==> config.mk <==
export PLATFORM = sky130hd
export DESIGN_NAME = settable_clock_calendar
export DESIGN_NICKNAME = d
export VERILOG_FILES = /design/src/rtl/core/scc_pkg.sv /design/src/rtl/core/scc_in_stage.sv /design/src/rtl/core/scc_update.sv /design/src/rtl/core/scc_out_stage.sv /design/src/rtl/core/settable_clock_calendar.sv
export SDC_FILE = /design/constraint.sdc
export NUM_CORES = 1
export LEC_CHECK = 0
export BUFFER_PORTS_ARGS = -buffer_cell sky130_fd_sc_hd__buf_2
export CAP_MARGIN = 20
export CORE_MARGIN = 3
export CORE_UTILIZATION = 40
export CTS_CLUSTER_DIAMETER = 200
export DETAILED_ROUTE_END_ITERATION = 12
export GPL_ROUTABILITY_DRIVEN = 1
export PLACE_DENSITY_LB_ADDON = 0.1
export SLEW_MARGIN = 20
export SYNTH_ARGS = -nofsm -noshare
export SYNTH_HDL_FRONTEND = slang
export SYNTH_SLANG_ARGS = --single-unit
==> constraint.sdc <==
create_clock -name clk -period 14.56 [get_ports clk]
set_input_delay 4.368 -clock clk [delete_from_list [all_inputs] [get_ports clk]]
set_output_delay 4.368 -clock clk [all_outputs]
set_load 0.01 [all_outputs]
==> src/rtl/core/scc_pkg.sv <==
// Shared types and constants for the settable clock calendar.
package scc_pkg;

	localparam logic [7:0] TPS_RESET = 8'd10;

	localparam logic [2:0] MODE_RUN   = 3'd0;
	localparam logic [2:0] MODE_HOUR  = 3'd1;
	localparam logic [2:0] MODE_MIN   = 3'd2;
	localparam logic [2:0] MODE_DAY   = 3'd3;
	localparam logic [2:0] MODE_MONTH = 3'd4;
	localparam logic [2:0] MODE_YEAR  = 3'd5;
	localparam logic [2:0] MODE_AHOUR = 3'd6;
	localparam logic [2:0] MODE_AMIN  = 3'd7;

	typedef struct packed {
		logic tick;
		logic set_pressed;
		logic up_pressed;
		logic down_pressed;
	} in_t;

	typedef struct packed {
		logic [5:0]  sec_out;
		logic [5:0]  min_out;
		logic [4:0]  hour_out;
		logic [4:0]  day_out;
		logic [3:0]  month_out;
		logic [11:0] year_out;
		logic [2:0]  mode_out;
		logic [4:0]  alarm_hour_out;
		logic [5:0]  alarm_min_out;
	} out_t;

endpackage

==> src/rtl/core/scc_in_stage.sv <==
// Input register stage: holds one accepted beat until the update consumes it.
module scc_in_stage (
	input  logic         clk,
	input  logic         arst_n,
	input  logic         in_valid,
	output logic         in_stall,
	input  scc_pkg::in_t in_data,
	input  logic         advance,
	output logic         valid_s1,
	output scc_pkg::in_t item_s1
);
	import scc_pkg::*;

	logic load;

	assign in_stall = valid_s1 & ~advance;
	assign load     = in_valid & ~in_stall;

	always_ff @(posedge clk or negedge arst_n) begin
		if (!arst_n) begin
			valid_s1 <= 1'b0;
		end else if (load) begin
			valid_s1 <= 1'b1;
		end else if (advance) begin
			valid_s1 <= 1'b0;
		end
	end

	always_ff @(posedge clk) begin
		if (load) begin
			item_s1 <= in_data;
		end
	end

endmodule

==> src/rtl/core/scc_update.sv <==
// Clock, calendar, mode and nudge state with its single-pass next-state logic.
module scc_update (
	input  logic          clk,
	input  logic          arst_n,
	input  logic          advance,
	input  scc_pkg::in_t  item_s1,
	input  logic [7:0]    tps,
	output scc_pkg::out_t result
);
	import scc_pkg::*;

	logic [7:0]  subsec_q, subsec_n, cnt_inc, rate;
	logic [5:0]  sec_q, min_q, amin_q;
	logic [4:0]  hour_q, day_q, ahour_q;
	logic [3:0]  month_q;
	logic [11:0] year_q;
	logic [2:0]  mode_q, mode_n;
	logic        started_q, started_n;

	logic        sec_step, min_step, hour_step, day_step, month_step, year_step;
	logic [5:0]  sec_c, min_c, min_n, amin_n;
	logic [4:0]  hour_c, day_c, hour_n, day_n, ahour_n;
	logic [3:0]  month_c, month_n;
	logic [11:0] year_c, year_n;
	logic        up, down;

	function automatic logic [11:0] nudge(input logic [11:0] v, input logic [11:0] lo,
			input logic [11:0] hi, input logic inc, input logic dec);
		logic [11:0] v1;
		v1 = (inc && v < hi) ? v + 12'd1 : v;
		return (dec && v1 > lo) ? v1 - 12'd1 : v1;
	endfunction

	always_comb begin
		cnt_inc  = subsec_q + 8'd1;
		rate     = (tps == 8'd0) ? 8'd1 : tps;
		sec_step = item_s1.tick & ((cnt_inc >= rate) | (cnt_inc == 8'd0));
		subsec_n = item_s1.tick ? (sec_step ? 8'd0 : cnt_inc) : subsec_q;

		min_step   = sec_step & (sec_q == 6'd59);
		hour_step  = min_step & (min_q == 6'd59);
		day_step   = hour_step & (hour_q == 5'd23);
		month_step = day_step & (day_q == 5'd31);
		year_step  = month_step & (month_q == 4'd12);

		sec_c   = sec_step ? (min_step ? 6'd0 : sec_q + 6'd1) : sec_q;
		min_c   = min_step ? (hour_step ? 6'd0 : min_q + 6'd1) : min_q;
		hour_c  = hour_step ? (day_step ? 5'd0 : hour_q + 5'd1) : hour_q;
		day_c   = day_step ? (month_step ? 5'd1 : day_q + 5'd1) : day_q;
		month_c = month_step ? (year_step ? 4'd1 : month_q + 4'd1) : month_q;
		year_c  = year_step ? ((year_q >= 12'd2099) ? 12'd2000 : year_q + 12'd1) : year_q;

		started_n = started_q | item_s1.tick;
		mode_n    = (started_n && item_s1.set_pressed) ? mode_q + 3'd1 : mode_q;
		up        = started_n & item_s1.up_pressed;
		down      = started_n & item_s1.down_pressed;

		hour_n  = hour_c;
		min_n   = min_c;
		day_n   = day_c;
		month_n = month_c;
		year_n  = year_c;
		ahour_n = ahour_q;
		amin_n  = amin_q;
		case (mode_n)
			MODE_HOUR:  hour_n  = 5'(nudge(12'(hour_c), 12'd0, 12'd23, up, down));
			MODE_MIN:   min_n   = 6'(nudge(12'(min_c), 12'd0, 12'd59, up, down));
			MODE_DAY:   day_n   = 5'(nudge(12'(day_c), 12'd1, 12'd31, up, down));
			MODE_MONTH: month_n = 4'(nudge(12'(month_c), 12'd1, 12'd12, up, down));
			MODE_YEAR:  year_n  = nudge(year_c, 12'd2000, 12'd2099, up, down);
			MODE_AHOUR: ahour_n = 5'(nudge(12'(ahour_q), 12'd0, 12'd23, up, down));
			MODE_AMIN:  amin_n  = 6'(nudge(12'(amin_q), 12'd0, 12'd59, up, down));
			default: ;
		endcase

		result.sec_out        = sec_c;
		result.min_out        = min_n;
		result.hour_out       = hour_n;
		result.day_out        = day_n;
		result.month_out      = month_n;
		result.year_out       = year_n;
		result.mode_out       = mode_n;
		result.alarm_hour_out = ahour_n;
		result.alarm_min_out  = amin_n;
	end

	always_ff @(posedge clk or negedge arst_n) begin
		if (!arst_n) begin
			subsec_q  <= 8'd0;
			sec_q     <= 6'd0;
			min_q     <= 6'd0;
			hour_q    <= 5'd0;
			day_q     <= 5'd1;
			month_q   <= 4'd1;
			year_q    <= 12'd2023;
			mode_q    <= MODE_RUN;
			ahour_q   <= 5'd0;
			amin_q    <= 6'd0;
			started_q <= 1'b0;
		end else if (advance) begin
			subsec_q  <= subsec_n;
			sec_q     <= sec_c;
			min_q     <= min_n;
			hour_q    <= hour_n;
			day_q     <= day_n;
			month_q   <= month_n;
			year_q    <= year_n;
			mode_q    <= mode_n;
			ahour_q   <= ahour_n;
			amin_q    <= amin_n;
			started_q <= started_n;
		end
	end

endmodule

==> src/rtl/core/scc_out_stage.sv <==
// Result register: holds the updated time and settings until the beat is taken.
module scc_out_stage (
	input  logic          clk,
	input  logic          arst_n,
	input  logic          valid_s1,
	input  scc_pkg::out_t result,
	output logic          advance,
	output logic          out_valid,
	input  logic          out_stall,
	output scc_pkg::out_t out_data
);
	import scc_pkg::*;

	assign advance = valid_s1 & (~out_valid | ~out_stall);

	always_ff @(posedge clk or negedge arst_n) begin
		if (!arst_n) begin
			out_valid <= 1'b0;
		end else if (advance) begin
			out_valid <= 1'b1;
		end else if (!out_stall) begin
			out_valid <= 1'b0;
		end
	end

	always_ff @(posedge clk) begin
		if (advance) begin
			out_data <= result;
		end
	end

endmodule

==> src/rtl/core/settable_clock_calendar.sv <==
// Settable clock calendar: top level with the prescale register and the three stages.
// Every input beat is one sampling period and yields exactly one result beat holding the
// time, date, mode and alarm after that period. A beat goes through an input register and
// one pass of update logic into the result register, and one beat per cycle is sustained while
// out_stall is low, with the result register taking the next beat in the cycle its waiting
// result is taken. ticks_per_second is written through cfg_wr_en/cfg_wr_data (reset 10; zero
// counts as one) and should change only while no beat is in flight.
module settable_clock_calendar (
	input  logic          clk,
	input  logic          arst_n,
	input  logic          cfg_wr_en,
	input  logic [7:0]    cfg_wr_data,
	input  logic          in_valid,
	output logic          in_stall,
	input  scc_pkg::in_t  in_data,
	output logic          out_valid,
	input  logic          out_stall,
	output scc_pkg::out_t out_data
);
	import scc_pkg::*;

	logic [7:0] tps_q;
	logic       advance;
	logic       valid_s1;
	in_t        item_s1;
	out_t       result;

	always_ff @(posedge clk or negedge arst_n) begin
		if (!arst_n) begin
			tps_q <= TPS_RESET;
		end else if (cfg_wr_en) begin
			tps_q <= cfg_wr_data;
		end
	end

	scc_in_stage u_in (
		.clk      (clk),
		.arst_n   (arst_n),
		.in_valid (in_valid),
		.in_stall (in_stall),
		.in_data  (in_data),
		.advance  (advance),
		.valid_s1 (valid_s1),
		.item_s1  (item_s1)
	);

	scc_update u_update (
		.clk     (clk),
		.arst_n  (arst_n),
		.advance (advance),
		.item_s1 (item_s1),
		.tps     (tps_q),
		.result  (result)
	);

	scc_out_stage u_out (
		.clk       (clk),
		.arst_n    (arst_n),
		.valid_s1  (valid_s1),
		.result    (result),
		.advance   (advance),
		.out_valid (out_valid),
		.out_stall (out_stall),
		.out_data  (out_data)
	);

endmodule

; ---- Word level (Yosys, flattened, before mapping)
; Cells that the tools add are included.
[classes]
n_reduce_logical = 19
shifts = 0
muxes = 40
bitwise_logic = 18
add_sub_neg = 22
order_cmp = 16
mul = 0
eq_ne = 13
div = 0
[ops]
columns = cell, count
row1 = "12-bit by 1-bit > comparator with 1-bit output, second input constant", 6
row2 = 6-bit 2-to-1 mux, 11
row3 = 12-bit 2-to-1 mux, 5
row4 = 5-bit 2-to-1 mux, 11
row5 = "12-bit by 1-bit adder with 12-bit output, second input constant", 2
row6 = "5-bit by 1-bit adder with 6-bit output, second input constant", 3
row7 = 8-bit logical NOT, 2
row8 = 4-bit 2-to-1 mux, 4
row9 = 8-bit 2-to-1 mux, 2
row10 = 1-bit logical AND, 15
row11 = "5-bit < comparator, second input constant", 3
row12 = "5-bit by 1-bit subtractor with 5-bit output, second input constant", 3
row13 = "6-bit by 1-bit adder with 7-bit output, second input constant", 2
row14 = 7-bit 2-to-1 mux, 2
row15 = "6-bit by 1-bit adder with 6-bit output, second input constant", 2
row16 = "3-bit equality test, second input constant", 4
row17 = "6-bit equality test, second input constant", 2
row18 = "12-bit greater-or-equal comparator, second input constant", 1
row19 = "12-bit by 11-bit > comparator with 1-bit output, second input constant", 1
row20 = "12-bit < comparator, second input constant", 1
row21 = "6-bit < comparator, second input constant", 2
row22 = "12-bit by 1-bit subtractor with 12-bit output, second input constant", 1
row23 = "6-bit by 1-bit subtractor with 6-bit output, second input constant", 2
row24 = 1-bit AND, 11
row25 = 19 further kinds, 30
[word_totals]
latchBits = 0
ramBits = 0
out_inout_bits = 54
wordCells = 155
regBits = 127
romBits = 0
n_memories = 0

; ---- Logic depth before layout (Yosys ltp)
[depth]
word_depth = 19
ltp_mapped = 28

; ---- Hierarchy
; From an unflattened synthesis, not the netlist that was laid out.
[hier_totals]
hier_cells = 1051
area_unflattened_um2 = 9633.0
[by_module_without_submodules]
columns = module, instances, area_each_um2, cells_each
row1 = scc_update, 1, 7516.0, 970
row2 = scc_out_stage, 1, 1605.3, 55
row3 = settable_clock_calendar, 1, 334.1, 17
row4 = scc_in_stage, 1, 177.7, 9

; ---- Worst setup path before layout
; OpenSTA, ideal clock, no wires.
[synth_timing]
path_type = in2out
startpoint = input out_stall
endpoint = output in_stall
path_buffers = 0
required_time_ps = 10192
cell_stages = 2
arrival_ps = 4554
path_slack_ps = 5638
path_cell_list = nand3_1 > inv_1
[synth_via]
elab_chain_len = 5
[synth_lines]
columns = item, line
row1 = from (decl), settable_clock_calendar.sv:17  ; input logic out_stall,
row2 = 1-bit inverter, scc_out_stage.sv:14  ; assign advance = valid_s1 & (~out_valid | ~out_stall);
row3 = 1-bit bitwise OR, scc_out_stage.sv:14
row4 = 1-bit AND, scc_out_stage.sv:14
row5 = 1-bit inverter, scc_in_stage.sv:16  ; assign in_stall = valid_s1 & ~advance;
row6 = 1-bit AND, scc_in_stage.sv:16
row7 = to (decl), settable_clock_calendar.sv:14  ; output logic in_stall,
; No other way between the ends.

; ---- Final worst setup path
; Ends and elaborated chain as after synthesis.

==> flow_summary.toml <==
[outcome]
status = "complete, no violations"

[synth]
mappedNetlistNets = 1092
synth_enable_flop_cells = 56
postSynthRegisterBits = 127
synth.yosys.warnings = 0
synth_area_per_cell_sq_um = 9.18
ys.flop_type = "dfrtp_1"
sequential_area_share_after_synthesis_pct = 36.5
number_of_library_cell_types_mapped_by_synthesis = 105
synthArstFlopShare_pct = 55.9
synthesis.area_sq_um = 9520
cells_after_synthesis = 1037

[final_layout]
nNetsFinal = 1152
final_layout_size_suffix_gt1_share_pct = 19.0
final_core_util_pct = 47.0
layout_common_cells = "116 x nand2_1, 90 x nor2_1, 69 x buf_2, 58 x dfrtp_1, 56 x edfxtp_1"
diodes = 0
multi_input_comb_area_sq_um = 5720
layout.cells.most_common = "nand2_1"
area_delta_synth_final_pct = 13.5
nFillCells = 2261
regArea_sq_um = 3470

[critical_path]
worst-endpoint-required_ns = 10.19
critPathMaxFanout = 3
timing.critical_path.slowest_cell_delay_ns = 0.17
cp-end-kind = "primary output"
crit_path_start_kind = "input port"
critical-path-slowest-cell = "nand3_1"
reg2reg_slack_ns = 7.70
timing.rr.start = "u_update.subsec_q[0]$_DFFE_PN0P_"
worstPathArrival_ns = 4.86
critical_path_class = "input port to primary output"
timing_startpoint_of_the_critical_path = "out_stall"
cells_traversed_along_the_worst_timing_path = "buf_2 -> nand3_1 -> inv_1 -> buf_2"
timing.reg2reg.worst_path_depth = 26
cp_common_cell = "buf_2"

[floorplanning]
floorplan.initialDensity_pct = 41.4
design.die.area_sq_um = 25700
floorplan.core_area_sq_um = 23000
die_height_microns = 160
die_width_microns = 160
fp-row-count = 55
floorplan.io_pins = 71

[sta]
final-max-slew-violation-count = 0
max-slew-margin-rel_pct = 49.6
fin_ws_ns = 5.33
max_freq_ghz = 0.108
rsz_0062_raised_after_global_routing = "false"
setup_violations = 0
minimum_period_implied_by_the_final_worst_setup_slack_ns = 9.23
tns_ns = 0
period_share_pct = 63.4
final-hold-violation-count = 0
fin_skew_ns = 0.0115
tightest_slew_ns = 0.748

[clock_tree]
master_cell_of_the_clock_root_buffer = "clkbuf_16"
postCtsSetupRepairBufs = 0
numCtsBuffers = 17
insertion_delay_ns = 0.43
clk_path_buf_depth = 2
cts-htree-levels = 4
tritoncts = "built"
cts-resized-gates = 0
tritoncts_num_sinks = 127
cts.hold.buffers_added = 0
clk_pin_slew_ns = 0.06

[power_and_ir_drop]
total_power_uw = 2000
power_density_nw_per_um2 = 185
power.static_leakage_uw = 0.00423
power.ir.vdd_worst_v = 0.0000784

[drt]
drc_errors_left = 0
dr_total_vias = 8003
detail_route.first_pass.iterations = 5
detail-route-antenna-nets = 0
post_drt_wl_per_cell_microns = 17.5
route.detailed.vias_per_inst = 5.62
postRouteWirelength_microns = 24900
detailedRoute.firstIterationViolations = 647

[placement]
placement.setup.worst_slack_ns = 5.30
hpwlAfterDp_microns = 17700
port_buf_inserts = 70
gp_congestion = 0.798

[global_routing]
grt_start_max_net_pins = 53
antenna_found_initial = 0
grt_pass1_vias = 7601
grt_pass1_wl_microns = 40600
global_route.usage.total_pct = 19.5
grt_overflow_total = 0

[run]
max_cap_violations = 0

[worst_hold_path]
hold_path_startpoint = "u_update.mode_q[2]$_DFFE_PN0P_"
min-delay-path-class = "flop to flop"
worst_hold_stages = 1
==> worst max-delay path: cells and delay by family <==
| family | cells | cell delay [ns] |
|---|---|---|
| and+or+nand+nor | 1 | 0.17 |
| buffers and inverters | 3 | 0.31 |
==> cells in the mapped netlist, types with 13 or more instances <==
cell type	number	area (sq um)
nor2_1	90	338
and2_1	15	93.8
xor2_1	28	245
xnor2_1	49	429
mux2i_1	31	310
a21oi_1	48	240
clkbuf_1	35	131
ha_1	38	475
dfrtp_1	58	1450
mux2_2	34	383
nand3_1	48	240
edfxtp_1	56	1680
inv_1	32	120
nand4_1	15	93.8
o21ai_0	56	280
nor3_1	26	130
dfstp_2	13	342
nand2_1	116	435
==> per-stage QoR <==
stage          cells  area (sq um)  hold slack, ns
6_report        1423         10800           0.495
5_1_grt         1423         10800           0.516
4_1_cts         1423         10800           0.494
3_5_place_dp    1391         10200           0.478
3_3_place_gp    1391         10200           0.475
2_1_floorplan   1037          9520           0.457
==> worst paths after layout <==
kind | endpoint
setup / recovery | in_stall
hold / removal | u_update.mode_q[2]$_DFFE_PN0P_
setup reg to reg | u_out.out_data[15]$_DFFE_PP_
hold reg to reg | u_update.mode_q[2]$_DFFE_PN0P_
max in group asynchronous | u_update.year_q[3]$_DFFE_PN0P_
min in group asynchronous | tps_q[7]$_DFFE_PN0P_
==> where the power goes <==
group	switching (uW)	internal (uW)
sequential	123	514
combinational	548	368
clock	178	270
==> state kept, by name, indices dropped and copies added, names as in the netlist, 5 cells and up <==
register           flops
u_update.hour_q        5
u_update.amin_q        6
u_out.out_data        52
u_update.sec_q         6
u_update.day_q         5
u_update.min_q         6
u_update.subsec_q      8
u_update.year_q       12
tps_q                  8
u_update.ahour_q       5
==> routing by layer <==
metal / GRT usage [%] / share of wire (%) / vias to the layer above
met5: 0 / 0 / -
met4: 4.14 / 0.98 / 0
met3: 3.11 / 3.0 / 18
met2: 31.4 / 46 / 127
met1: 27.7 / 50 / 3892
li1: - / - / 3966
==> area by class of cell <==
| type | instances | share of cell area [%] |
|---|---|---|
| flip-flops and latches | 127 | 32.2 |
| well taps | 313 | 3.63 |
| repair buffers | 84 | 4.24 |
| inverters | 36 | 1.27 |
| multi-input cells | 831 | 53.0 |
| clock inverters | 13 | 1.37 |
| clock buffers | 19 | 4.30 |
==> kinds of logic (layout without fill, tap and decap cells) <==
family,Yosys count,after routing,share of synthesized area [%]
AO/OA/AOI/OAI,254,254,19.6
multiplexers,65,65,7.28
adder cells (fa/ha/maj),38,38,5.00
AND/OR/NAND/NOR,397,397,21.1
XOR/XNOR,77,77,7.09
flip-flops,127,127,36.5
buffers and inverters,79,152,3.38
Note: power is estimated with default switching activity, not from simulation.
